[config.mk]
export PLATFORM = sky130hd
export DESIGN_NAME = csym_window
export DESIGN_NICKNAME = d
export VERILOG_FILES = /design/src/hdl/csym_pkg.sv /design/src/hdl/csym_window.sv
export SDC_FILE = /design/constraint.sdc
export NUM_CORES = 2
export LEC_CHECK = 0
export BUFFER_PORTS_ARGS = -buffer_cell sky130_fd_sc_hd__buf_2
export CORE_MARGIN = 2
export CORE_UTILIZATION = 64
export DETAILED_ROUTE_END_ITERATION = 16
export PLACE_DENSITY = 0.76
export SLEW_MARGIN = 20
export SYNTH_ARGS = -nofsm -noshare
export SYNTH_HDL_FRONTEND = slang
export SYNTH_SLANG_ARGS = --single-unit
[constraint.sdc]
create_clock -name i_clk -period 3 [get_ports i_clk]
set_input_delay 0.45 -clock i_clk [delete_from_list [all_inputs] [get_ports i_clk]]
set_output_delay 0.45 -clock i_clk [all_outputs]
set_load 0.005 [all_outputs]
[src/hdl/csym_pkg.sv]
package csym_pkg;

    // Default build values
    localparam int DEF_WINDOW        = 147;
    localparam int DEF_CENTRE_STEP   = 1;
    localparam int DEF_POSITION_BITS = 24;

    // Fixed field widths
    localparam int SAMPLE_W   = 16;
    localparam int SECLEN_W   = 24;
    localparam int DIP_W      = 16;
    localparam int POS_OUT_W  = 24;
    localparam int SCORE_W    = 32;
    localparam int APB_ADDR_W = 3;
    localparam int APB_DATA_W = 32;

    // Reciprocal: 2^32 / divisor, one quotient bit per cycle
    localparam int DIV_STEPS = 33;
    localparam int QUO_W     = 33;

    // Score for a flat window: 100.0 in Q16.16
    localparam logic [SCORE_W-1:0] SCORE_FLAT    = 32'd6553600;
    localparam logic [DIP_W-1:0]   MIN_DIP_RESET = 16'd3;

    // Register word select (paddr[2])
    localparam logic REG_SECTION_LENGTH = 1'b0;
    localparam logic REG_MIN_DIP        = 1'b1;

    typedef struct packed {
        logic [SECLEN_W-1:0] section_length;
        logic [DIP_W-1:0]    min_dip;
    } t_cfg;

endpackage

[src/hdl/csym_window.sv]
module csym_window #(
    parameter int DEPTH  = 2 * (csym_pkg::DEF_WINDOW / 2) + 1,
    parameter int ADDR_W = $clog2(DEPTH)
) (
    input  logic                            i_clk,
    input  logic                            i_we,
    input  logic [ADDR_W-1:0]               i_waddr,
    input  logic [csym_pkg::SAMPLE_W-1:0]   i_wdata,
    input  logic [ADDR_W-1:0]               i_raddr0,
    input  logic [ADDR_W-1:0]               i_raddr1,
    output logic [csym_pkg::SAMPLE_W-1:0]   o_rdata0,
    output logic [csym_pkg::SAMPLE_W-1:0]   o_rdata1
);
    import csym_pkg::*;

    logic [SAMPLE_W-1:0] r_mem [DEPTH];
    logic [SAMPLE_W-1:0] r_q0;
    logic [SAMPLE_W-1:0] r_q1;

    // Write the newest sample
    always_ff @(posedge i_clk) begin
        if (i_we) begin
            r_mem[i_waddr] <= i_wdata;
        end
    end

    // Two registered read ports
    always_ff @(posedge i_clk) begin
        r_q0 <= r_mem[i_raddr0];
        r_q1 <= r_mem[i_raddr1];
    end

    assign o_rdata0 = r_q0;
    assign o_rdata1 = r_q1;

endmodule

**After elaboration in Yosys (flattened, before gate mapping)**

Memory sizes are Yosys's and may differ from the RTL's. A register that Yosys moved wholly into a read port is not among the register bits.
Cells that the tools add are included.

- Bits in writable memories: 2352
- Word-level logic and storage cells: 3
- Input port bits: 42
- ROM bits: 0
- Bits in latches: 0
- Memories: 1
- Bits in registers: 0

- Divide/modulo/power cells: 0
- Equality and inequality tests: 0
- Add/sub/neg operators: 0
- Bitwise gates (word level): 0
- Magnitude comparators: 0
- Muxes and demuxes: 2
- Reduce and logical (&&, ||, !) cells: 0
- Shift operators: 0
- Multipliers: 0

Memories:

| memory | depth | bits a word | rd ports | clocked after Yosys merged registers in | write ports | line | text |
|---|---|---|---|---|---|---|---|
| r_mem | 147 | 16 | 2 | 2 | 1 | csym_window.sv:16 | `logic [SAMPLE_W-1:0] r_mem [DEPTH];` |

Operators with widths:

| operator | number |
|---|---|
| 1-bit two-way mux | 2 |

**Depth between registers and ports, before layout**

- Depth after elaboration: 2
- Depth in mapped cells: 12

**Least setup slack after synthesis**

No wires, ideal clock.

- Kind: input to register
- Start point: input port i_raddr1[0]
- End point: register r_q1[11], in the netlist o_rdata1[11], read port of r_mem
- Setup time: 0.127 ns
- Data arrival time: 2.237 ns
- Cell stages on the path: 9
- Path slack: 0.636 ns
- Required time: 2.873 ns
- Path through: buf_4 buf_6 buf_4 buf_2 mux4_2 a22oi_1 nand2_1 o221ai_1 nand3_1

RTL lines:

| item | line | text |
|---|---|---|
| start, declared | csym_window.sv:10 | `input logic [ADDR_W-1:0] i_raddr1,` |
| end, declared | csym_window.sv:18 | `logic [SAMPLE_W-1:0] r_q1;` |

==> summary.md <==
| Metric | Value |
|---|---|
| Drt total wl | `360 mm` |
| Final Max Slew Viols | `0` |
| Relative slew slack | `27.3%` |
| Max FO, Critical Path | `11` |
| Synth Area in Adders | `0%` |
| Leakage | `41.1 nW` |
| CTS Buf Count | `235` |
| Non-Filler Instances | `8652` |
| Asr flop ratio synth | `0%` |
| Cell Pwr Density | `582 nW/um2` |
| Placed Cells | `8183` |
| Placed cell areas | `119000 um2` |
| CTS HTree Levels | `4` |
| CTS tree | `built` |
| Post-synthesis mux area share | `25.8%` |
| Post-DR wirelength/cell | `41.6 um` |
| Initial Util | `64.6%` |
| Largest net degree at the start of global routing | `97` |
| Tmin final | `2530 ps` |
| Max Clk Rate | `395 MHz` |
| # DRC | `0` |
| Yosys reg bits | `2384` |
| Io pins | `74` |
| CP endpoint kind | `register` |
| Sequential-to-total area share from yosys stat | `65.0%` |
| ANT nets after route | `0` |
| Post-route cell area | `127000 um2` |
| Compound-gate portion of the synthesized area | `3.75%` |
| Outcome | `finished, final reports clean` |
| Synth Area in Simple Gates | `3.02%` |
| 1st-pass router iterations | `7` |
| Cell variety after synth | `60` |
| Mean Syn Cell Area | `19.8 um2` |
| DP HPWL | `239 mm` |
| Vias per std cell | `7.85` |
| Cell Rows | `151` |
| Mapped Cells | `5533` |
| CP Class | `input pin to register` |
| XOR/XNOR Fraction of Synth Area | `0%` |
| RSZ-0062 raised after global routing | `no` |
| Arr. time, crit path | `3350 ps` |
| CP Launch Type | `input pin` |
| Vias in the first global route | `65900` |
| DIE WIDTH | `418 um` |
| Routability cong. | `1.04` |
| Final Util | `74.5%` |
| Peak supply drop | `0.000722 V` |
| EDFF count, synth | `2352` |
| GRT Resource Usage Total | `41.6%` |
| CTS resizes | `0` |
| I/O Buffers | `73` |
| Final setup viols | `0` |
| Period utilization | `84.4%` |
| Mapped cell area | `110000 um2` |
| Die H | `418 um` |
| Yosys warns | `0` |
| Clock skew | `35.5 ps` |
| Hold-fix buffers, CTS | `4` |
| Largest family of logic cells by synthesized area | `multiplexers` |
| Layout cell share with drive strength beyond 1 | `39.6%` |
| Worst-path clk slew | `60 ps` |
| Setup Total Neg Slack | `0 ps` |
| Max-cap violation count | `0` |
| Core area | `170000 um2` |
| Layout Nets | `6248` |
| Global-route wire length before repair | `500 mm` |
| Initial antenna violation count | `35` |
| Final Hold Vio Count | `0` |
| Clock Path Buffers | `3` |
| Total global routing overflow | `0` |
| Area growth, synth to finish | `15.4%` |
| Worst slew pin tran | `1090 ps` |
| Clock root buffer | `clkbuf_16` |
| Setup bufs post-CTS | `0` |
| Data required time of the worst path | `3810 ps` |
| Die area | `175000 um2` |
| Via count | `67900` |
| CTS sink count | `2384` |
| Skew-Pair Late Insertion Delay | `900 ps` |
| Top FF cell, synth | `edfxtp_1` |
| Syn Nets | `5575` |
| Type of the worst min-delay path | `input pin to register` |
| Initial DRC count | `12400` |
## Yosys cell counts, types with 3 or more instances
cell type | number | share of area (%)
a2111oi_0 | 4 | 0.032
a21oi_1 | 51 | 0.23
nand2b_1 | 13 | 0.074
o31ai_1 | 4 | 0.027
clkbuf_1 | 158 | 0.54
dfxtp_1 | 32 | 0.58
a21boi_0 | 7 | 0.048
mux2_2 | 17 | 0.17
a221o_1 | 6 | 0.055
o22ai_1 | 99 | 0.56
nor2b_1 | 25 | 0.14
nand3_1 | 93 | 0.42
mux4_1 | 9 | 0.22
and3_1 | 14 | 0.080
buf_12 | 11 | 0.20
nor3b_1 | 3 | 0.021
nand2_1 | 342 | 1.2
nor4_1 | 3 | 0.017
and2_1 | 9 | 0.051
buf_1 | 33 | 0.11
mux2i_1 | 202 | 1.8
edfxtp_1 | 2352 | 64
o211ai_1 | 23 | 0.16
a221oi_1 | 10 | 0.080
o21ai_0 | 45 | 0.21
o221ai_1 | 36 | 0.29
a32o_1 | 4 | 0.036
or2_2 | 8 | 0.046
nor3_1 | 12 | 0.055
a211o_1 | 4 | 0.032
a32oi_1 | 16 | 0.13
buf_8 | 8 | 0.11
nand4_1 | 48 | 0.27
and3b_1 | 5 | 0.040
o22a_1 | 3 | 0.024
buf_2 | 98 | 0.45
a311oi_1 | 19 | 0.15
buf_4 | 83 | 0.57
buf_6 | 42 | 0.43
a22oi_1 | 174 | 1.2
nor2_1 | 178 | 0.61
a31oi_1 | 17 | 0.097
a211oi_1 | 37 | 0.25
mux4_2 | 1150 | 24
## cell families (layout without fill, tap and decap cells)
group           after synthesis  after routing
flops                      2384           2384
mux                        1378           1378
simple gates                756            756
compound gates              578            578
buf+inv                     437           1316
other cells                   0             22
## routing by layer
metal	track usage (%)	wire length (um)
met5	0	213
met3	13.9	55600
met2	60.6	161000
met4	25.4	27200
met1	55.3	116000
## where the power goes
part	total, W	switching, W	internal, W	leakage (nW)
Sequential	0.0369	0.000168	0.0367	21.4
Combinational	0.00673	0.00401	0.00272	15.9
Clock	0.0301	0.0129	0.0172	3.80
## worst paths after layout
check | to | depth (start not counted) | startpoint | slack [ps]
min reg2reg | o_rdata0[8] | 4 | r_mem[146][8] | 860
max reg2reg | o_rdata0[2] | 6 | r_mem[22][2] | 480
max | o_rdata1[4] | 9 | i_raddr1[3] | 470
min | r_mem[15][3] | 1 | i_wdata[3] | 70
## placed cells by master (no fill, tap or decap), types with 16 or more instances in the layout
master	synthesis	routed
nor2_2	0	137
dfxtp_1	32	32
a211oi_1	37	37
nand2_1	342	342
o211ai_1	23	23
buf_12	11	161
diode_2	0	22
buf_4	83	648
a22oi_1	174	174
clkbuf_16	0	238
mux4_2	1150	1150
clkinv_2	0	46
mux2i_1	202	202
a32oi_1	16	16
clkbuf_1	158	62
clkinv_1	0	34
a31oi_1	17	17
bufinv_16	0	28
nor2_1	178	39
o22ai_1	99	99
a21oi_1	51	51
nor2b_1	25	21
buf_2	98	49
o221ai_1	36	36
o21ai_0	45	45
nand4_1	48	48
mux2_2	17	17
nand3_1	93	93
edfxtp_1	2352	2352
a311oi_1	19	19
## stage by stage
step           hold slack, ps  setup WS, ps  total power, W
3_5_place_dp              738          -303          0.0440
5_1_grt                  77.1           539          0.0750
2_1_floorplan             549           636          0.0408
4_1_cts                  41.9           567          0.0735
3_3_place_gp              737          -269          0.0440
6_report                 72.0           467          0.0737
## worst max-delay path, cell delays in order
cell and delay, ps:
buf_4 270, buf_12 250, and2_2 320, buf_4 260, a22oi_1 90, and3_1 260, a31oi_1 540, nand4_1 600
nand3_1 260
## flip-flops by register name (all words and copies together), names as in the netlist
signal	flops
r_mem	2352
o_rdata1	16
o_rdata0	16
## area by class of cell
class                   count  area [um2]
diodes                     22        55.1
clock buffers             310        6330
clock inverters           133        1480
fillers                  9320       43300
inverters                   4        16.3
multi-input cells        2712       36200
flip-flops and latches   2384       71300
well taps                2218        2780
repair buffers            869        8470
(Power assumes the default switching activity.)
