--- src/hdl/csym_pkg.sv ---
package csym_pkg;

    // Default build values
    localparam int DEF_WINDOW        = 147;
    localparam int DEF_CENTRE_STEP   = 1;
    localparam int DEF_POSITION_BITS = 24;

    // Fixed field widths
    localparam int SAMPLE_W   = 16;
    localparam int SECLEN_W   = 24;
    localparam int DIP_W      = 16;
    localparam int POS_OUT_W  = 24;
    localparam int SCORE_W    = 32;
    localparam int APB_ADDR_W = 3;
    localparam int APB_DATA_W = 32;

    // Reciprocal: 2^32 / divisor, one quotient bit per cycle
    localparam int DIV_STEPS = 33;
    localparam int QUO_W     = 33;

    // Score for a flat window: 100.0 in Q16.16
    localparam logic [SCORE_W-1:0] SCORE_FLAT    = 32'd6553600;
    localparam logic [DIP_W-1:0]   MIN_DIP_RESET = 16'd3;

    // Register word select (paddr[2])
    localparam logic REG_SECTION_LENGTH = 1'b0;
    localparam logic REG_MIN_DIP        = 1'b1;

    typedef struct packed {
        logic [SECLEN_W-1:0] section_length;
        logic [DIP_W-1:0]    min_dip;
    } t_cfg;

endpackage

--- src/hdl/csym_divider.sv ---
module csym_divider #(
    parameter int DIV_W = 40
) (
    input  logic                            i_clk,
    input  logic                            i_rst_n,
    input  logic                            i_start,
    input  logic [DIV_W-1:0]                i_divisor,
    output logic                            o_done,
    output logic [csym_pkg::SCORE_W-1:0]    o_quotient
);
    import csym_pkg::*;

    localparam int CNT_W = $clog2(DIV_STEPS + 1);

    logic             r_busy;
    logic             r_done;
    logic [CNT_W-1:0] r_cnt;
    logic [DIV_W-1:0] r_div;
    logic [DIV_W-1:0] r_rem;
    logic [QUO_W-1:0] r_quo;

    logic             w_bit;
    logic [DIV_W:0]   w_trial;
    logic [DIV_W:0]   w_diff;
    logic             w_ge;

    // Dividend is 2^32: a single one in the first step
    assign w_bit   = (r_cnt == CNT_W'(DIV_STEPS));
    assign w_trial = {r_rem, w_bit};
    assign w_ge    = w_trial >= {1'b0, r_div};
    assign w_diff  = w_trial - {1'b0, r_div};

    // Step counter and status
    always_ff @(posedge i_clk) begin
        if (!i_rst_n) begin
            r_busy <= 1'b0;
            r_done <= 1'b0;
            r_cnt  <= '0;
        end else begin
            r_done <= r_busy && (r_cnt == CNT_W'(1));
            if (i_start) begin
                r_busy <= 1'b1;
                r_cnt  <= CNT_W'(DIV_STEPS);
            end else if (r_busy) begin
                r_cnt <= r_cnt - CNT_W'(1);
                if (r_cnt == CNT_W'(1)) begin
                    r_busy <= 1'b0;
                end
            end
        end
    end

    // Restoring division, one bit per cycle
    always_ff @(posedge i_clk) begin
        if (i_start) begin
            r_div <= i_divisor;
            r_rem <= '0;
            r_quo <= '0;
        end else if (r_busy) begin
            r_rem <= w_ge ? w_diff[DIV_W-1:0] : w_trial[DIV_W-1:0];
            r_quo <= {r_quo[QUO_W-2:0], w_ge};
        end
    end

    // Saturate a quotient of 2^32
    assign o_done     = r_done;
    assign o_quotient = r_quo[QUO_W-1] ? '1 : r_quo[SCORE_W-1:0];

    a_start_idle: assert property (@(posedge i_clk) disable iff (!i_rst_n)
        i_start |-> !r_busy) else $error("divider restarted while busy");

    a_done_after_busy: assert property (@(posedge i_clk) disable iff (!i_rst_n)
        r_done |-> $past(r_busy)) else $error("divider done without work");

    a_busy_count: assert property (@(posedge i_clk) disable iff (!i_rst_n)
        r_busy |-> (r_cnt != '0)) else $error("divider busy with spent count");

endmodule

--- config.mk ---
export PLATFORM = sky130hd
export DESIGN_NAME = csym_divider
export DESIGN_NICKNAME = d
export VERILOG_FILES = /design/src/hdl/csym_pkg.sv /design/src/hdl/csym_divider.sv
export SDC_FILE = /design/constraint.sdc
export NUM_CORES = 1
export LEC_CHECK = 0
export BUFFER_PORTS_ARGS = -buffer_cell sky130_fd_sc_hd__clkbuf_2
export CORE_MARGIN = 1.5
export CORE_UTILIZATION = 55
export CTS_CLUSTER_DIAMETER = 30
export DETAILED_ROUTE_END_ITERATION = 7
export GPL_ROUTABILITY_DRIVEN = 0
export GPL_TIMING_DRIVEN = 0
export HOLD_SLACK_MARGIN = 0.1
export PLACE_DENSITY = 0.75
export SYNTH_ARGS = -nofsm -noshare
export SYNTH_HDL_FRONTEND = slang
export SYNTH_SLANG_ARGS = --single-unit
--- constraint.sdc ---
create_clock -name i_clk -period 4.45 [get_ports i_clk]
set_input_delay 0.89 -clock i_clk [delete_from_list [all_inputs] [get_ports i_clk]]
set_output_delay 0.89 -clock i_clk [all_outputs]
set_load 0.02 [all_outputs]
**Word-level counts from Yosys, hierarchy flattened**

Index checks and enable logic that the tools add are counted.

- Register bits: 121
- Input port bits: 43
- Output and inout port bits: 33
- Word-level logic and storage cells: 23

- Add/subtract/negate cells: 2
- Magnitude comparators: 1
- Eq/ne operators: 2
- Mux-type cells: 7
- Bitwise operators: 1
- Reduce and logical (&&, ||, !) cells: 3

Operator list:

| kind | number |
|---|---|
| >= comparator 41 x 40 -> 1 bit | 1 |
| 2-to-1 mux 40 bit | 1 |
| subtractor 40 bit | 1 |
| 2-to-1 mux 32 bit | 1 |
| 2-to-1 mux 6 bit | 2 |
| == test 6 x 1 -> 1 bit, second input constant | 1 |
| == test 6 bit, second input constant | 1 |
| subtractor 6 x 1 -> 6 bit, second input constant | 1 |
| 2-to-1 mux 1 bit | 3 |
| nonzero test 2 bit | 1 |
| OR reduction 2 bit | 1 |
| logical AND 1 bit | 1 |
| inverter 1 bit | 1 |

**Longest topological paths before layout**

Gate-level depths: netlist of the first run.

- Depth in word-level cells: 4
- Mapped depth: 16
- Mapped depth without buffers: 15

**Least setup slack after synthesis of the first run**

Ideal clock, no wire load.

- Path type: register to register
- Start: reg r_cnt[0]
- End: reg r_rem[34]
- Arrival time: 3,180 ps
- Data required time: 4,388 ps
- Path slack: 1,208 ps
- Cell stages (with the launch flop): 15
- Clock period less this slack: 3,242 ps
- Cell sequence: dfxtp_1 ha_1 nor4b_1 nand2_1 ha_1 fa_1 nand2b_1 a21oi_1 o21ai_0 a31oi_1 a211oi_2 o31ai_2 o21ai_0 a211o_1 nand3_1

- Word-level cells in the longest chain between the ends: 3
- Elaborated cells between the ends (all ways): 4
- Classes of those cells: add/sub: 1; order compare: 1; eq/ne: 1; mux: 1

RTL lines:

| element | RTL line | text |
|---|---|---|
| from (decl) | csym_divider.sv:17 | `logic [CNT_W-1:0] r_cnt;` |
| from (signal assigned) | csym_divider.sv:43 | `r_cnt <= CNT_W'(DIV_STEPS);` |
| from (signal assigned) | csym_divider.sv:45 | `r_cnt <= r_cnt - CNT_W'(1);` |
| == test 6 bit * | csym_divider.sv:28 | `assign w_bit = (r_cnt == CNT_W'(DIV_STEPS));` |
| subtractor 40 bit / >= comparator 41 x 40 -> 1 bit (equally long branches) | csym_divider.sv:31, csym_divider.sv:30 |  |
| 2-to-1 mux 40 bit * | csym_divider.sv:60 | `r_rem <= w_ge ? w_diff[DIV_W-1:0] : w_trial[DIV_W-1:0];` |
| to (signal assigned) | csym_divider.sv:60 |  |
| to (decl) | csym_divider.sv:19 | `logic [DIV_W-1:0] r_rem;` |

Every way passes the cells marked *; elsewhere a longest branch is shown, timed or not.
A chain may end at the register's enable or synchronous reset.

**Worst setup path after layout of the first run**

- Start: reg r_cnt[0]
- End: reg r_rem[36]

The elaborated chain is that of the path after synthesis.

==> results of run 1 <==
==> worst max-delay path: cells and delay by family, from the launching register on <==
family	cells	cell delay, ps
muxes	1	90
AOI/OAI and AO/OA	6	1770
xor gates and xnor gates	1	200
adders and majority gates	3	820
and+or+nand+nor	3	810
DFF	1	400
==> cells in the mapped netlist, drive strengths merged, types with 2 or more instances <==
cell type	n	area [um2]
a31oi	11	68.8
edfxtp	40	1200
nand2b	7	43.8
and3	3	18.8
nor4	4	31.3
o21ai	26	138
clkbuf	21	81.3
nor3	7	40.0
a221oi	2	17.5
a21oi	65	329
a2111oi	2	17.5
a31o	2	17.5
a211oi	28	215
a21boi	3	22.5
mux2	2	22.5
o21a	4	30.0
mux2i	42	420
or3	4	25.0
ha	42	526
o21bai	10	86.3
a41oi	2	17.5
o211ai	5	37.5
dfxtp	81	1620
nand2	46	173
a22oi	7	52.6
buf	17	88.8
inv	55	206
o221ai	2	17.5
nor4b	2	17.5
or2	33	206
o31ai	4	35.0
nor2b	6	37.5
a21o	15	113
xnor2	18	158
nand4	11	68.8
nand3	14	70.1
nor2	111	417
xor2	18	158
a211o	2	17.5
==> power breakdown <==
group | total [mW] | switching [mW] | internal, mW
clock | 1.32 | 0.529 | 0.786
sequential | 1.23 | 0.0324 | 1.20
combinational | 0.517 | 0.314 | 0.203
total | 3.07 | 0.876 | 2.19
==> state kept, by name, indices dropped and copies added (netlist names) <==
name    count
r_busy      1
r_div      40
r_rem      40
r_cnt       6
r_quo      33
o_done      1
==> cell usage in the layout, fill, tap and decap left out, types with 3 or more instances in the layout <==
master,count
o21a_1,4
or3_1,4
nor4_1,3
o31ai_1,3
nand2_1,46
mux2i_1,42
o21bai_1,9
clkbuf_16,17
nor3_1,6
inv_1,55
buf_2,8
xnor2_1,18
buf_1,5
a21o_1,15
a211oi_1,27
nand4_1,11
o21ai_0,23
nand3_1,14
buf_4,4
a22oi_1,7
clkbuf_1,20
and3_1,3
inv_6,5
nor2_1,111
ha_1,42
edfxtp_1,40
a21oi_1,64
a31oi_1,11
clkinvlp_4,3
a21boi_0,3
nor2b_1,6
clkbuf_2,77
nand2b_1,7
o211ai_1,5
dfxtp_1,81
or2_2,33
xor2_1,18
==> per-layer routing <==
| metal | global-route usage, % | up-vias | part of all wire (%) |
|---|---|---|---|
| met5 | 0 | - | 0 |
| met4 | 10.7 | 0 | 2.3 |
| met3 | 6.96 | 42 | 6.1 |
| met2 | 43.8 | 217 | 47 |
| met1 | 32.0 | 2856 | 44 |
| li1 | - | 2991 | - |
==> per-stage QoR <==
| stage | util [%] | worst slack, ps | total power, mW |
|---|---|---|---|
| finish | 65.3 | 284 | 3.07 |
| global route | 65.3 | 74.1 | 3.19 |
| CTS | 65.3 | 353 | 3.07 |
| global placement | 60.8 | 452 | 1.74 |
| floorplan | - | 1210 | 1.63 |
| detailed placement | 60.8 | 382 | 1.76 |
==> worst paths after layout <==
path	cells past startpoint	from	slack [ps]	endpoint
worst min-delay path	2	r_rem[2]	500	r_rem[2]
worst min register to register	2	r_rem[2]	500	r_rem[2]
worst max-delay path	14	r_cnt[0]	280	r_rem[36]
worst max register to register	14	r_cnt[0]	280	r_rem[36]
==> kinds of logic (layout without fill, tap and decap cells) <==
logic type	Yosys count	in the layout	share of synthesized area [%]
AND/OR/NAND/NOR	253	253	17.0
AO/OA/AOI/OAI	200	200	18.9
flip-flops	121	121	40.2
buffers and inverters	93	200	5.36
multiplexers	44	44	6.31
adder cells (fa/ha/maj)	43	43	7.77
XOR/XNOR	36	36	4.49
==> final cells by class <==
type | instances | area, um2
Buffer | 38 | 170
Clock buffer | 19 | 443
Clock inverter | 13 | 119
Fill cell | 1076 | 4340
Inverter | 55 | 206
Multi-Input combinational cell | 576 | 3820
Sequential cell | 121 | 2820
Tap cell | 172 | 215
Timing Repair Buffer | 75 | 375
==> results.json, run 1 <==
{
  "drt_iter0_markers": 449,
  "dp_cells": 1037,
  "slowest_delay_ps": 540,
  "pin_count": 76,
  "period_needed_ps": 4170,
  "dp_hpwl_um": 12200,
  "root_buffer": "clkbuf_16",
  "async_flop_share_pct": 0,
  "start_kind": "flip-flop",
  "slew-limit-headroom_pct": 27.4,
  "status": "completed",
  "synth_area_um2": 7020,
  "drcViolationCount": 0,
  "synth_edf_count": 40,
  "synth_cells": 790,
  "cap_viol_max_count": 0,
  "wl_per_cell_um": 15.8,
  "ys_seq_area_share_pct": 40.2,
  "clkTransAtPathRegs_ps": 60,
  "critPathRequiredTime_ps": 4800,
  "fmax_mhz": 240,
  "holdWs_ps": 505,
  "via_per_inst": 5.71,
  "crit_type": "flip-flop to flip-flop",
  "drtPass1Iterations": 6,
  "insertion_delay_ps": 430,
  "ant_nets": 0,
  "numCtsBuffers": 17,
  "antenna_found_initial": 0,
  "slew_viol_final": 0,
  "wl_um": 16900,
  "fin_cells": 1069,
  "start_util_pct": 56.1,
  "design_area_um2": 8170,
  "cts_buffer_depth": 2,
  "vias": 6106,
  "die_y_um": 116,
  "grt_pass1_vias": 6007,
  "crit_arrival_ps": 4510,
  "path_cells": "ha_1 -> nor4b_1 -> nand2_1 -> ha_1 -> fa_1 -> nand2b_1 -> a21oi_1 -> o21ai_0 -> o31ai_1 -> a21oi_1 -> o41ai_1 -> xor2_1 -> mux2i_1 -> o21ai_0",
  "worst_pin_slew_ps": 1090,
  "grtUsageTotal_pct": 26.1,
  "placed_cell_area_um2": 7610,
  "die_area_um2": 13500,
  "cts_tree": "built",
  "hold_class": "flip-flop to flip-flop",
  "power_density_nw_per_um2": 375,
  "clock_sinks": 121,
  "grt_pass1_wl_um": 27700,
  "clock_skew_ps": 8.76,
  "hold_violations": 0,
  "diodes": 0,
  "worst-path-max-fanout": 4,
  "drive_gt1_share_pct": 18.6,
  "syn_to_final_growth_pct": 16.4,
  "postCtsSetupRepairBufs": 0,
  "yosysUniqueCellTypes": 66,
  "endpoint_kind": "flip-flop",
  "dominantRegCellSynth": "dfxtp_1",
  "rows": 41,
  "ys_seq_elements": 121,
  "p_leak_nw": 3.71,
  "setup_viol": 0,
  "htreeDepth": 4,
  "die_w_um": 116,
  "vdd_drop_max_v": 0.000248,
  "holdBufCountCts": 0,
  "fin_crit_sh_pct": 93.6,
  "rsz0062_at_grt": "no",
  "postSynthAreaPerCell_um2": 8.89,
  "slowest_stage": "o31ai_1",
  "yosysWarnings": 0,
  "core_area_um2": 12500,
  "grt_max_degree": 42,
  "portBuffers": 75,
  "finalSetupTns_ps": 0,
  "synth_fp_nets": 876,
  "grt_overflow": 0,
  "cts-resized-gates": 0,
  "nNetsFinal": 970
}
(Power assumes the default switching activity.)
==> inputs of run 2 (changes only) <==
--- a/config.mk
+++ b/config.mk
@@ -5,6 +5,7 @@
 export SDC_FILE = /design/constraint.sdc
 export NUM_CORES = 1
 export LEC_CHECK = 0
+export ABC_AREA = 1
 export BUFFER_PORTS_ARGS = -buffer_cell sky130_fd_sc_hd__clkbuf_2
 export CORE_MARGIN = 1.5
 export CORE_UTILIZATION = 55
@@ -13,6 +14,7 @@
 export GPL_ROUTABILITY_DRIVEN = 0
 export GPL_TIMING_DRIVEN = 0
 export HOLD_SLACK_MARGIN = 0.1
+export MAX_ROUTING_LAYER = met4
 export PLACE_DENSITY = 0.75
 export SYNTH_ARGS = -nofsm -noshare
 export SYNTH_HDL_FRONTEND = slang
==> results.json, run 2 <==
{
  "pin_count": 76,
  "reg2reg_depth": 18,
  "ys_seq_area_share_pct": 33.9,
  "grt_pass1_wl_um": 37100,
  "path_cells": "inv_1 -> ha_1 -> nand2_1 -> nor3_1 -> inv_1 -> ha_1 -> nand2_1 -> nor2_1 -> nand3b_1 -> nor2_1 -> nand3_1 -> nand2_1 -> nor2_2 -> clkbuf_1 -> nand4_1 -> nand3_1 -> nand2_1 -> inv_1",
  "ys_top_cells_by_count": "nand2_1 (382), inv_1 (206), nor2_1 (178)",
  "layout_commonest_cell": "nand2_1",
  "worst_pin_slew_ps": 1100,
  "synth_top_family_by_area": "simple AND/OR/NAND/NOR gates",
  "die_area_um2": 15900,
  "drtPass1Iterations": 8,
  "synth_area_um2": 8320,
  "vdd_drop_max_v": 0.000311,
  "start_kind": "flip-flop",
  "crit_type": "flip-flop to flip-flop",
  "failed_checks": "DRC",
  "synth_fp_nets": 1382,
  "core_area_um2": 14600,
  "clock_sinks": 121,
  "reg2reg_setup_slack_ps": 1510,
  "postCtsSetupRepairBufs": 0,
  "cp_num_buf_inv": 4,
  "via_per_inst": 5.25,
  "critPathMostFrequentCell": "nand2_1",
  "syn_to_final_growth_pct": 14.5,
  "synth.top_cell.area_share_pct": 19.5,
  "rsz0062_at_grt": "no",
  "worst-path-max-fanout": 10,
  "synthXorXnorAreaFrac_pct": 1.90,
  "period_needed_ps": 2940,
  "wl_per_cell_um": 14.3,
  "die_y_um": 126,
  "muxShareOfSynthArea_pct": 0,
  "setup_viol": 0,
  "drt_iter0_markers": 716,
  "path_delay_family": "simple AND/OR/NAND/NOR gates",
  "netlist_top_cells_area": "dfxtp_1 (19%), nand2_1 (17%), edfxtp_1 (14%)",
  "postSynthAreaPerCell_um2": 6.42,
  "numCtsBuffers": 17,
  "async_flop_share_pct": 0,
  "p_leak_nw": 5.34,
  "insertion_delay_ps": 420,
  "endpoint_kind": "flip-flop",
  "final_cell_mix": "nand2_1 (382), inv_1 (206), nor2_1 (178)",
  "grt_pass1_vias": 7713,
  "slowest_delay_ps": 440,
  "setup_ws_ps": 1510,
  "diodes": 0,
  "status": "complete, but fails checks",
  "fmax_mhz": 341,
  "power_density_nw_per_um2": 323,
  "cts_buffer_depth": 2,
  "root_buffer": "clkbuf_16",
  "drcViolationCount": 1,
  "synth_edf_count": 40,
  "fillCellCount": 1383,
  "portBuffers": 75,
  "cap_viol_max_count": 0,
  "drive_gt1_share_pct": 13.1,
  "rows": 44,
  "start_util_pct": 56.8,
  "slew_viol_final": 0,
  "yosysWarnings": 0,
  "synthAdderAreaFrac_pct": 6.56,
  "slowest_stage": "clkbuf_1",
  "fin_crit_sh_pct": 66.0,
  "die_w_um": 126,
  "cts_tree": "built",
  "synthMostInstantiatedCell": "nand2_1",
  "hold_violations": 0,
  "finalSetupTns_ps": 0,
  "reg2reg_to": "r_rem[19]",
  "ant_nets": 0,
  "slew-limit-headroom_pct": 26.6,
  "crit_start": "r_cnt[1]",
  "nNetsFinal": 1476,
  "clkTransAtPathRegs_ps": 60,
  "grtUsageTotal_pct": 30.6,
  "yosysUniqueCellTypes": 37,
  "place_worst_setup_slack_ps": 1350,
  "r2r-start": "r_cnt[1]",
  "dominantRegCellSynth": "dfxtp_1",
  "cts-resized-gates": 0,
  "htreeDepth": 4,
  "vias": 8328,
  "top_regs": "r_div (40), r_rem (40), r_quo (33)",
  "wl_um": 22700,
  "synthSimpleGateAreaFrac_pct": 40.2,
  "hold_class": "flip-flop to flip-flop",
  "antenna_found_initial": 0,
  "grt_overflow": 0,
  "grt_max_degree": 42,
  "dp_hpwl_um": 17300,
  "hp-start": "r_quo[7]",
  "holdBufCountCts": 0,
  "synth_cells": 1296,
  "critPathRequiredTime_ps": 4820,
  "synth-compound-area-share_pct": 5.82,
  "clock_skew_ps": 12.2,
  "path_depth": 18,
  "worstSetupEndpoint": "r_rem[19]",
  "crit_arrival_ps": 3300,
  "ys_seq_elements": 121,
  "yosys.area.top_type": "dfxtp_1"
}
run 2: how the worst min path moves through the flow:
stage	to	cells past startpoint	slack (ps)
6_report	r_quo[8]	2	500
5_1_grt	r_quo[15]	2	520
4_1_cts	r_quo[8]	2	500
3_5_place_dp	r_quo[3]	2	480
3_3_place_gp	r_quo[30]	2	480
2_1_floorplan	r_quo[10]	2	460
run 2: final cells by class:
type	instances	area, um2	share of cell area (%)
buffer	41	171	1.80
clock buffer	26	543	5.70
clock inverter	5	57.6	0.604
inverter	212	796	8.35
multi-input combinational	922	4530	47.6
sequential	121	2820	29.6
tap	184	230	2.42
timing repair buffer	75	375	3.94
run 2: logic make-up (layout without fill, tap and decap cells):
| group | Yosys count | in the layout |
|---|---|---|
| AO/OA/AOI/OAI | 90 | 90 |
| XOR/XNOR | 18 | 18 |
| adder cells (fa/ha/maj) | 43 | 43 |
| buffers and inverters | 253 | 359 |
| flip-flops | 121 | 121 |
| AND/OR/NAND/NOR | 771 | 771 |
run 2: worst min-delay path, cell delays in order (launching register included):
cell     delay (ps)
dfxtp_1         310
nor2_1          100
nor2_1           50
run 2: where the power goes:
| group | internal [mW] | total (mW) | switching [mW] |
|---|---|---|---|
| registers | 1.20 | 1.23 | 0.0282 |
| clock network | 0.895 | 1.40 | 0.502 |
| logic | 0.148 | 0.447 | 0.300 |
run 2: layer usage:
| layer | vias to the layer above | share of wire (%) | track usage [%] |
|---|---|---|---|
| li1 | 4232 | - | - |
| met1 | 3715 | 45 | 39.5 |
| met2 | 335 | 45 | 48.1 |
| met3 | 46 | 7.9 | 5.35 |
| met4 | 0 | 2.6 | 11.6 |
| met5 | - | 0 | - |
run 2: metrics by stage:
stage	utilization [%]	power [mW]	instances	instance area (um2)	hold WS, ps
after floorplan	-	1.55	1296	8320	464
final	65.0	3.08	1586	9530	496
after CTS	65.0	3.09	1586	9530	497
after global placement	60.9	1.68	1555	8920	483
after detailed placement	60.9	1.69	1555	8920	482
after global routing	65.0	3.20	1586	9530	516
