`src/hdl/csym_pkg.sv`:
```
package csym_pkg;

    // Default build values
    localparam int DEF_WINDOW        = 147;
    localparam int DEF_CENTRE_STEP   = 1;
    localparam int DEF_POSITION_BITS = 24;

    // Fixed field widths
    localparam int SAMPLE_W   = 16;
    localparam int SECLEN_W   = 24;
    localparam int DIP_W      = 16;
    localparam int POS_OUT_W  = 24;
    localparam int SCORE_W    = 32;
    localparam int APB_ADDR_W = 3;
    localparam int APB_DATA_W = 32;

    // Reciprocal: 2^32 / divisor, one quotient bit per cycle
    localparam int DIV_STEPS = 33;
    localparam int QUO_W     = 33;

    // Score for a flat window: 100.0 in Q16.16
    localparam logic [SCORE_W-1:0] SCORE_FLAT    = 32'd6553600;
    localparam logic [DIP_W-1:0]   MIN_DIP_RESET = 16'd3;

    // Register word select (paddr[2])
    localparam logic REG_SECTION_LENGTH = 1'b0;
    localparam logic REG_MIN_DIP        = 1'b1;

    typedef struct packed {
        logic [SECLEN_W-1:0] section_length;
        logic [DIP_W-1:0]    min_dip;
    } t_cfg;

endpackage

```
`src/hdl/csym_regs.sv`:
```
module csym_regs (
    input  logic                                i_clk,
    input  logic                                i_rst_n,
    input  logic                                psel,
    input  logic                                penable,
    input  logic                                pwrite,
    input  logic [csym_pkg::APB_ADDR_W-1:0]     paddr,
    input  logic [csym_pkg::APB_DATA_W-1:0]     pwdata,
    output logic [csym_pkg::APB_DATA_W-1:0]     prdata,
    output logic                                pready,
    output csym_pkg::t_cfg                      o_cfg
);
    import csym_pkg::*;

    t_cfg r_cfg;
    logic w_wr;

    assign w_wr   = psel && penable && pwrite;
    assign pready = 1'b1;
    assign o_cfg  = r_cfg;

    // Write a register on the access phase
    always_ff @(posedge i_clk) begin
        if (!i_rst_n) begin
            r_cfg.section_length <= '0;
            r_cfg.min_dip        <= MIN_DIP_RESET;
        end else if (w_wr) begin
            unique case (paddr[2])
                REG_SECTION_LENGTH: r_cfg.section_length <= pwdata[SECLEN_W-1:0];
                REG_MIN_DIP:        r_cfg.min_dip        <= pwdata[DIP_W-1:0];
                default: ;
            endcase
        end
    end

    // Read back
    always_comb begin
        unique case (paddr[2])
            REG_SECTION_LENGTH: prdata = APB_DATA_W'(r_cfg.section_length);
            REG_MIN_DIP:        prdata = APB_DATA_W'(r_cfg.min_dip);
            default:            prdata = '0;
        endcase
    end

endmodule

```
`config.mk`:
```
export PLATFORM = sky130hd
export DESIGN_NAME = csym_regs
export DESIGN_NICKNAME = d
export VERILOG_FILES = /design/src/hdl/csym_pkg.sv /design/src/hdl/csym_regs.sv
export SDC_FILE = /design/constraint.sdc
export NUM_CORES = 1
export LEC_CHECK = 0
export BUFFER_PORTS_ARGS = -buffer_cell sky130_fd_sc_hd__buf_2
export CELL_PAD_IN_SITES_DETAIL_PLACEMENT = 0
export CELL_PAD_IN_SITES_GLOBAL_PLACEMENT = 2
export CORE_MARGIN = 2
export CORE_UTILIZATION = 21
export CTS_CLUSTER_SIZE = 28
export DETAILED_ROUTE_END_ITERATION = 8
export GPL_TIMING_DRIVEN = 0
export PLACE_DENSITY = 0.75
export SLEW_MARGIN = 20
export SYNTH_ARGS = -nofsm -noshare
export SYNTH_HDL_FRONTEND = slang
export SYNTH_SLANG_ARGS = --single-unit
```
`constraint.sdc`:
```
create_clock -name i_clk -period 0.94 [get_ports i_clk]
set_input_delay 0.094 -clock i_clk [delete_from_list [all_inputs] [get_ports i_clk]]
set_output_delay 0.094 -clock i_clk [all_outputs]
set_load 0.01 [all_outputs]
```
After elaboration in Yosys (flattened, before gate mapping) --
Index checks and enable logic that the tools add are counted.
Operators by class: bitwise operators 1, reductions and logical operators 4, multiplexer cells 1
Operators by type and width (count):
- case mux 32 bit (2 select lines) | 1
- AND reduction 2 bit | 2
- logical AND 1 bit | 2
- NOT 1 bit | 1
Word-level totals: input bits 40, register bits after elaboration 40, output and inout port bits 73, logic and storage cells 8

Depth between registers and ports, before layout --
Gate-level depths: netlist of run 1.
depth after elaboration 3, mapped depth 5, mapped depth without buffers 2

Worst setup path after synthesis of run 1 --
No wires, ideal clock.
path type input-to-reg, from in paddr[2] in the netlist's numbering, to reg r_cfg (netlist bit o_cfg[20]), required time 868 ps, setup time 72 ps, stages on the path 5, setup slack -24 ps, buffers on the path 3, data arrival time 893 ps, path through buf_6 > and4b_1 > buf_6 > buf_8 > mux2i_1
On the way: word-level cells in the longest chain between the ends 2
RTL lines:
- from (decl) | line csym_regs.sv:7 | input logic [csym_pkg::APB_ADDR_W-1:0] paddr,
- NOT 1 bit
- AND reduction 2 bit (no line)
- to (decl) | line csym_regs.sv:15 | t_cfg r_cfg;
No other way between the ends. A chain may end at the register's enable or synchronous reset.

Worst setup path in the final report of run 1 --
from reg r_cfg (netlist bit o_cfg[19]), to out prdata[3] in the netlist's numbering
On the way: word-level cells in the longest chain between the ends 1
RTL lines:
- case mux 32 bit (2 select lines) | line csym_regs.sv:38 | unique case (paddr[2])
- to (decl) | line csym_regs.sv:9 | output logic [csym_pkg::APB_DATA_W-1:0] prdata,
No other way between the ends. The select of a mux whose other input is x is not followed.

==> results of run 1 <==
final cells by class:
type,count,area share
buffer,23,0.0528
clock buffer,7,0.0295
multi-input combinational,142,0.303
sequential,40,0.260
tap,108,0.0413
timing repair buffer,123,0.314
cells in the final DEF (no fill, tap or decap), drive strengths merged:
| cell | n |
|---|---|
| mux2i | 40 |
| mux2 | 16 |
| nor2b | 12 |
| and4 | 1 |
| dfxtp | 40 |
| nand4 | 1 |
| conb | 9 |
| nand2 | 62 |
| and4b | 1 |
| clkbuf | 13 |
| buf | 140 |
power breakdown:
group | switching (W) | leakage [nW] | total (W) | internal (W)
sequential | 0.0000270 | 0.341 | 0.00176 | 0.00174
clock | 0.000571 | 0.0503 | 0.00122 | 0.000654
combinational | 0.000265 | 1.22 | 0.000570 | 0.000305
total | 0.000863 | 1.61 | 0.00356 | 0.00270
metal layers:
layer  global-route usage  share of wire
met3               0.0355          0.072
met4               0.0285         0.0099
met5                    0              0
met2                0.199           0.48
met1                0.138           0.43
critical path, stage by stage, from the launching register on:
cell and delay (ns):
dfxtp_2 0.33, mux2_4 0.27, buf_6 0.12
kinds of logic (layout without fill, tap and decap cells):
kind of cell           after synthesis  in the layout
buffers and inverters               23            153
flip-flops                          40             40
multiplexers                        56             56
other                                2              9
AND/OR/NAND/NOR                     77             77
stage by stage:
step	TNS (ns)	power, W
CTS	-3.16	0.00357
finish	-2.71	0.00356
floorplan	-0.417	0.00206
global placement	-5.65	0.00224
global route	-4.27	0.00375
detailed placement	-5.70	0.00224
worst paths after layout:
kind	start	slack, ns	end
max	o_cfg[19]$_SDFFE_PN0P_	-0.17	prdata[3]
min	pwdata[23]	0.04	o_cfg[39]$_SDFFE_PN0P_
max reg2reg	o_cfg[4]$_SDFFE_PN0P_	0.14	o_cfg[4]$_SDFFE_PN0P_
min reg2reg	o_cfg[24]$_SDFFE_PN0P_	0.46	o_cfg[24]$_SDFFE_PN0P_
what timing repair did:
item                       CTS  global route
resized for setup           74            47
setup endpoints to repair   24            42
buffers inserted            19            23
==> flow_metrics.env, run 1 <==
export IMPL_status="finished, violations left"
export IMPL_failed_checks="setup timing"
export IMPL_slew_viol_final=0
export IMPL_cap_violations=0
export IMPL_grt_pass1_vias=1734
export IMPL_drc=0
export IMPL_dpl_cell_count=404
export IMPL_synth_top_area_share=0.423
export IMPL_largest_register_ffs=40
export IMPL_worstMarginPinSlew_ns=0.540
export IMPL_synthMostInstantiatedCell="nand2_1"
export IMPL_grt_pass1_wl_um=8970
export IMPL_gr_usage_all_layers=0.115
export IMPL_stdcell_area_sq_um=3270
export IMPL_hold_depth=3
export IMPL_clock_path_buffers=2
export IMPL_gp_congestion=0.671
export IMPL_synth_edf_count=0
export IMPL_die_y_um=99.0
export IMPL_core_area_sq_um=8720
export IMPL_diodes=0
export IMPL_drtIter0Drc=35
export IMPL_synthAdderAreaFrac=0
export IMPL_seq_area_frac_synth=0.423
export IMPL_synth_area_sq_um=1890
export IMPL_insertion_delay_ns=0.28
export IMPL_htree_num_levels=2
export IMPL_pin_count=113
export IMPL_dieArea_sq_um=9800
export IMPL_ys_top_cells_by_area="dfxtp_1 42%, mux2i_1 21%, nand2_1 12%"
export IMPL_slew_headroom=0.640
export IMPL_final_hold_viol_count=0
export IMPL_die_w_um=99.0
export IMPL_overflow=0
export IMPL_synthFlopType="dfxtp_1"
export IMPL_synthArstFlopShare=0
export IMPL_placedInstanceArea_sq_um=2510
export IMPL_stdcell_count=443
export IMPL_synth_warnings=0
export IMPL_worstPathRequired_ns=0.85
export IMPL_utilization=0.375
export IMPL_yosysUniqueCellTypes=14
export IMPL_ys_ff_latch=40
export IMPL_fmax_ghz=0.901
export IMPL_synth_area_per_cell_sq_um=9.57
export IMPL_synth_common_cells="62 x nand2_1, 40 x dfxtp_1, 40 x mux2i_1"
export IMPL_wire_per_inst_um=13.2
export IMPL_vias=1782
export IMPL_rsz0062_at_grt="yes"
export IMPL_fin_skew_ns=0
export IMPL_critPathArrivalTime_ns=1.02
export IMPL_nFillCells=875
export IMPL_drt_wl_total_um=5860
export IMPL_avgViaCountPerCell=4.02
export IMPL_synth_cells=198
export IMPL_ant_nets=0
export IMPL_hpwl_um=3910
export IMPL_initial_core_util=0.217
export IMPL_crit_path_end_kind="output pin"
export IMPL_cts_tree="built"
export IMPL_synth_compound_area_frac=0
export IMPL_synth_simple_gate_area_share=0.179
export IMPL_antenna_found_initial=0
export IMPL_multiInputGateArea_sq_um=991
export IMPL_ff_latch_area_sq_um=850
export IMPL_first_pass_iters=4
export IMPL_worst_slack_ns=-0.169
export IMPL_num_rows=34
export IMPL_yosysTopAreaCell="dfxtp_1"
export IMPL_peakVddDrop_mv=0.497
export IMPL_critPathMaxFanout=2
export IMPL_hold_buffers=0
export IMPL_pre_cts_slack_ns=-0.164
export IMPL_port_buffers=91
export IMPL_area_delta_synth_final_pct=72.7
export IMPL_final_layout_size_suffix_gt1_frac=0.615
export IMPL_hold_ws_ns=0.0440
export IMPL_cts_buffers_inserted=5
export IMPL_critPathKind="reg2out"
export IMPL_period_needed_ns=1.11
export IMPL_min_period_over_period=1.18
export IMPL_path_clk_slew_ns=0.08
export IMPL_worstSetupStartpointType="flip-flop"
export IMPL_cts_root_buf="clkbuf_8"
export IMPL_power_density_nw_per_um2=1090
export IMPL_synthMuxAreaShare=0.306
export IMPL_synth_top_family_by_area="multiplexers"
export IMPL_setup_violations=28
export IMPL_leakagePower_nw=1.61
export IMPL_grt_max_degree=12
export IMPL_hp_class="in2reg"
export IMPL_cts_sinks=40
export IMPL_yosys_area_share_xor_xnor=0
export IMPL_final_nets=375
export IMPL_r2r_cells=4
Power figures use the tool's default switching activity.
==> run 2, diff against run 1 <==
--- a/config.mk
+++ b/config.mk
@@ -9,11 +9,11 @@
 export CELL_PAD_IN_SITES_DETAIL_PLACEMENT = 0
 export CELL_PAD_IN_SITES_GLOBAL_PLACEMENT = 2
 export CORE_MARGIN = 2
-export CORE_UTILIZATION = 21
+export CORE_UTILIZATION = 23
 export CTS_CLUSTER_SIZE = 28
 export DETAILED_ROUTE_END_ITERATION = 8
 export GPL_TIMING_DRIVEN = 0
-export PLACE_DENSITY = 0.75
+export PLACE_DENSITY = 0.78
 export SLEW_MARGIN = 20
 export SYNTH_ARGS = -nofsm -noshare
 export SYNTH_HDL_FRONTEND = slang
==> constraint.sdc (replaced) <==
create_clock -name i_clk -period 1.05 [get_ports i_clk]
set_input_delay 0.105 -clock i_clk [delete_from_list [all_inputs] [get_ports i_clk]]
set_output_delay 0.105 -clock i_clk [all_outputs]
set_load 0.01 [all_outputs]
==> flow_metrics.env, run 2 (same netlist as run 1, synthesis figures left out) <==
export IMPL_crit_path_end_kind="output pin"
export IMPL_power_density_nw_per_um2=1040
export IMPL_status="finished, violations left"
export IMPL_hpwl_um=3870
export IMPL_hold_buffers=0
export IMPL_core_area_sq_um=8090
export IMPL_drc=0
export IMPL_hp_class="in2reg"
export IMPL_critPathArrivalTime_ns=1.02
export IMPL_p_int_w=0.00233
export IMPL_first_pass_iters=4
export IMPL_multiInputGateArea_sq_um=1030
export IMPL_worstPathRequired_ns=0.94
export IMPL_nFillCells=884
export IMPL_die_w_um=94.8
export IMPL_cts_tree="built"
export IMPL_grt_max_degree=13
export IMPL_clkPwrFrac=0.348
export IMPL_grt_pass1_vias=1767
export IMPL_fin_skew_ns=0
export IMPL_stdcell_area_sq_um=3040
export IMPL_drt_wl_total_um=5840
export IMPL_slowest_delay_ns=0.33
export IMPL_slew_headroom=0.619
export IMPL_gp_congestion=0.642
export IMPL_pre_cts_slack_ns=-0.107
export IMPL_wire_per_inst_um=13.4
export IMPL_cts_buffers_inserted=5
export IMPL_area_delta_synth_final_pct=60.4
export IMPL_crit_chain="mux2_4, buf_6"
export IMPL_p_switching_w=0.000825
export IMPL_port_buffers=91
export IMPL_slowest_stage="dfxtp_2"
export IMPL_peakVddDrop_mv=0.398
export IMPL_cts_root_buf="clkbuf_8"
export IMPL_insertion_delay_ns=0.29
export IMPL_diodes=0
export IMPL_rsz0062_at_grt="yes"
export IMPL_final_nets=371
export IMPL_cts_sinks=40
export IMPL_avgViaCountPerCell=4.07
export IMPL_placedInstanceArea_sq_um=2510
export IMPL_pwr_share_comb=0.152
export IMPL_worstMarginPinSlew_ns=0.571
export IMPL_grt_pass1_wl_um=8870
export IMPL_gr_usage_all_layers=0.130
export IMPL_most_common_layout_cells="77 x buf_2, 62 x nand2_1, 40 x mux2i_1, 40 x dfxtp_2, 39 x buf_4"
export IMPL_dieArea_sq_um=8980
export IMPL_num_rows=33
export IMPL_final_common_cell="buf_2"
export IMPL_worstSetupStartpointType="flip-flop"
export IMPL_crit_family="flip-flops"
export IMPL_antenna_found_initial=0
export IMPL_swShare=0.262
export IMPL_period_needed_ns=1.12
export IMPL_die_y_um=94.8
export IMPL_failed_checks="setup timing"
export IMPL_pin_count=113
export IMPL_final_layout_size_suffix_gt1_frac=0.617
export IMPL_largest_register_ffs=40
export IMPL_setup_violations=16
export IMPL_vias=1780
export IMPL_p_seq_frac=0.500
export IMPL_min_period_over_period=1.07
export IMPL_leakagePower_nw=1.57
export IMPL_drtIter0Drc=36
export IMPL_critPathMaxFanout=3
export IMPL_critPathKind="reg2out"
export IMPL_htree_num_levels=2
export IMPL_path_clk_slew_ns=0.08
export IMPL_slew_viol_final=0
export IMPL_critical_path_buf_inv_count=1
export IMPL_clock_path_buffers=2
export IMPL_initial_core_util=0.234
export IMPL_fmax_ghz=0.892
export IMPL_ff_latch_area_sq_um=851
export IMPL_final_hold_viol_count=0
export IMPL_cap_violations=0
export IMPL_worst_slack_ns=-0.0710
export IMPL_overflow=0
export IMPL_ant_nets=0
run 2: through the flow:
step,TNS (ns),hold WS (ns),std cells,power [W],utilization
2_1_floorplan,0,0.247,205,0.00185,-
3_3_place_gp,-2.53,0.354,401,0.00201,0.310
3_5_place_dp,-2.35,0.362,401,0.00201,0.310
4_1_cts,-1.13,0.0422,434,0.00318,0.366
5_1_grt,-1.55,0.0471,437,0.00331,0.376
6_report,-0.968,0.0432,437,0.00315,0.376
run 2: power by group through the flow:
stage / registers [W] / logic (W) / clock network (W)
floorplan: 0.00162 / 0.000225 / 0
global placement: 0.00161 / 0.000399 / 0
detailed placement: 0.00161 / 0.000402 / 0
CTS: 0.00157 / 0.000475 / 0.00114
global route: 0.00158 / 0.000527 / 0.00120
finish: 0.00158 / 0.000480 / 0.00109
run 2: path summary, 6_finish.rpt:
kind / startpoint / to / slack, ns / cells past startpoint
setup / recovery: o_cfg[26]$_SDFFE_PN0P_ / prdata[10] / -0.07 / 2
hold / removal: pwdata[21] / o_cfg[37]$_SDFFE_PN0P_ / 0.04 / 3
setup reg to reg: o_cfg[0]$_SDFFE_PN1P_ / o_cfg[0]$_SDFFE_PN1P_ / 0.33 / 3
hold reg to reg: o_cfg[37]$_SDFFE_PN0P_ / o_cfg[37]$_SDFFE_PN0P_ / 0.46 / 2
run 2: worst min-delay path: cells and delay by family:
family | cells | cell delay, ns
buf+inv | 1 | 0.10
simple gates | 1 | 0.05
mux | 1 | 0.05
run 2: cell type report:
cell class,instances,share of cell area
Clock inverter,2,0.00329
Sequential cell,40,0.280
Multi-Input combinational cell,142,0.338
Timing Repair Buffer,119,0.252
Buffer,23,0.0564
Tap cell,105,0.0432
Clock buffer,6,0.0272
run 2: layer usage:
layer | vias to the layer above | wire, um | track usage
li1 | 899 | - | -
met2 | 66 | 2860 | 0.233
met5 | - | 0 | 0
met1 | 809 | 2500 | 0.149
met3 | 6 | 419 | 0.0407
met4 | 0 | 54 | 0.0326
run 2: timing repair:
item / 4_1_cts / 5_1_grt
resized for setup: 58 / 20
buffers inserted: 25 / 3
setup endpoints to repair: 16 / 24
==> run 3, diff against run 2 <==
--- a/config.mk
+++ b/config.mk
@@ -8,6 +8,7 @@
 export BUFFER_PORTS_ARGS = -buffer_cell sky130_fd_sc_hd__buf_2
 export CELL_PAD_IN_SITES_DETAIL_PLACEMENT = 0
 export CELL_PAD_IN_SITES_GLOBAL_PLACEMENT = 2
+export CORE_ASPECT_RATIO = 1.75
 export CORE_MARGIN = 2
 export CORE_UTILIZATION = 23
 export CTS_CLUSTER_SIZE = 28
==> flow_metrics.env, run 3 (same netlist as run 1, synthesis figures left out) <==
export IMPL_gp_congestion=0.715
export IMPL_startpoint="o_cfg[30]$_SDFFE_PN0P_"
export IMPL_port_buffers=91
export IMPL_area_delta_synth_final_pct=59.6
export IMPL_die_w_um=72.6
export IMPL_critPathMaxFanout=2
export IMPL_worstMarginPinSlew_ns=0.553
export IMPL_r2r_end="o_cfg[0]$_SDFFE_PN1P_"
export IMPL_drt_wl_total_um=5900
export IMPL_power_density_nw_per_um2=1180
export IMPL_crit_path_end_kind="output pin"
export IMPL_overflow=0
export IMPL_slew_viol_final=0
export IMPL_ant_nets=0
export IMPL_drc=0
export IMPL_core_area_sq_um=7960
export IMPL_worstPathRequired_ns=0.94
export IMPL_htree_num_levels=2
export IMPL_antenna_found_initial=0
export IMPL_hp_start="pwdata[16]"
export IMPL_final_layout_size_suffix_gt1_frac=0.595
export IMPL_fin_skew_ns=0
export IMPL_utilization=0.380
export IMPL_final_nets=370
export IMPL_path_clk_slew_ns=0.06
export IMPL_cts_buffers_inserted=5
export IMPL_cap_violations=0
export IMPL_fmax_ghz=0.911
export IMPL_avgViaCountPerCell=4.24
export IMPL_hpwl_um=4200
export IMPL_vias=1786
export IMPL_r2r_cells=3
export IMPL_final_common_cell="buf_2"
export IMPL_min_period_over_period=1.05
export IMPL_pin_count=113
export IMPL_peakVddDrop_mv=0.539
export IMPL_cts_sinks=40
export IMPL_hold_depth=3
export IMPL_cts_tree="built"
export IMPL_reg2reg_from="o_cfg[0]$_SDFFE_PN1P_"
export IMPL_rrSetupSlack_ns=0.31
export IMPL_critPathArrivalTime_ns=0.99
export IMPL_dieArea_sq_um=9010
export IMPL_num_rows=43
export IMPL_failed_checks="setup timing"
export IMPL_most_common_layout_cells="78 x buf_2, 62 x nand2_1, 40 x mux2i_1"
export IMPL_critPathKind="reg2out"
export IMPL_grt_pass1_wl_um=9000
export IMPL_diodes=0
export IMPL_gr_usage_all_layers=0.134
export IMPL_final_hold_viol_count=0
export IMPL_hp_class="in2reg"
export IMPL_slew_headroom=0.631
export IMPL_drtIter0Drc=51
export IMPL_status="finished, violations left"
export IMPL_worstHoldEndpoint="o_cfg[32]$_SDFFE_PN0P_"
export IMPL_worstSetupStartpointType="flip-flop"
export IMPL_clock_path_buffers=2
export IMPL_first_pass_iters=4
export IMPL_cts_root_buf="clkbuf_16"
export IMPL_rsz0062_at_grt="yes"
export IMPL_die_y_um=124
export IMPL_grt_pass1_vias=1843
export IMPL_insertion_delay_ns=0.28
export IMPL_largest_register_ffs=40
export IMPL_setup_violations=16
export IMPL_worst_slack_ns=-0.0474
export IMPL_wire_per_inst_um=14.0
export IMPL_period_needed_ns=1.10
export IMPL_leakagePower_nw=1.57
export IMPL_pre_cts_slack_ns=-0.116
export IMPL_hold_buffers=0
export IMPL_nFillCells=836
export IMPL_initial_core_util=0.238
export IMPL_grt_max_degree=12
==> run 3: cell count changes in the layout (fill, tap and decap cells not counted), sizes merged <==
cell and delta:
clkbuf +1, clkinv -2
==> run 3: repair_timing <==
item	CTS	global route
endpoints found under the setup margin	16	21
buffers inserted	26	1
pin swaps	0	0
gates resized for setup	54	10
==> run 3: final cells by class <==
cell class	count	area [sq um]	area share
Buffer	23	169	0.0559
Clock buffer	8	146	0.0484
Multi-Input combinational cell	142	990	0.327
Sequential cell	40	847	0.280
Tap cell	90	113	0.0373
Timing Repair Buffer	118	758	0.251
==> run 3: per-layer routing <==
| metal | global-route usage | vias up | wire length (um) |
|---|---|---|---|
| met2 | 0.251 | 60 | 3330 |
| met3 | 0.0259 | 7 | 310 |
| li1 | - | 891 | - |
| met5 | 0 | - | 0 |
| met1 | 0.141 | 828 | 2140 |
| met4 | 0.0567 | 0 | 122 |
==> run 3: worst max path at each step <==
stage                             endpoint  slack [ns]  depth (start not counted)
finish                          prdata[14]       -0.05                          2
global route                    prdata[14]       -0.07                          2
CTS                             prdata[14]       -0.05                          2
detailed placement               prdata[8]       -0.12                          4
global placement                 prdata[8]       -0.11                          4
floorplan           o_cfg[20]$_SDFFE_PN0P_        0.07                          5
==> run 3: power breakdown <==
part | switching, W | total, W | internal (W)
clock | 0.000582 | 0.00153 | 0.000948
combinational | 0.000228 | 0.000466 | 0.000237
sequential | 0.0000208 | 0.00158 | 0.00156
total | 0.000832 | 0.00357 | 0.00274
==> run 3: critical path: stages (launching register included) <==
cell     delay [ns]
dfxtp_2        0.32
mux2_4         0.27
buf_6          0.12
==> run 3: through the flow <==
stage	area [sq um]	hold slack, ns	setup TNS, ns	cells	power (W)
finish	3020	0.0619	-0.624	421	0.00357
floorplan	1920	0.247	0	205	0.00185
detailed placement	2490	0.366	-1.62	386	0.00201
global route	3020	0.0688	-0.959	421	0.00371
CTS	2990	0.0711	-0.646	420	0.00360
global placement	2490	0.355	-1.44	386	0.00200
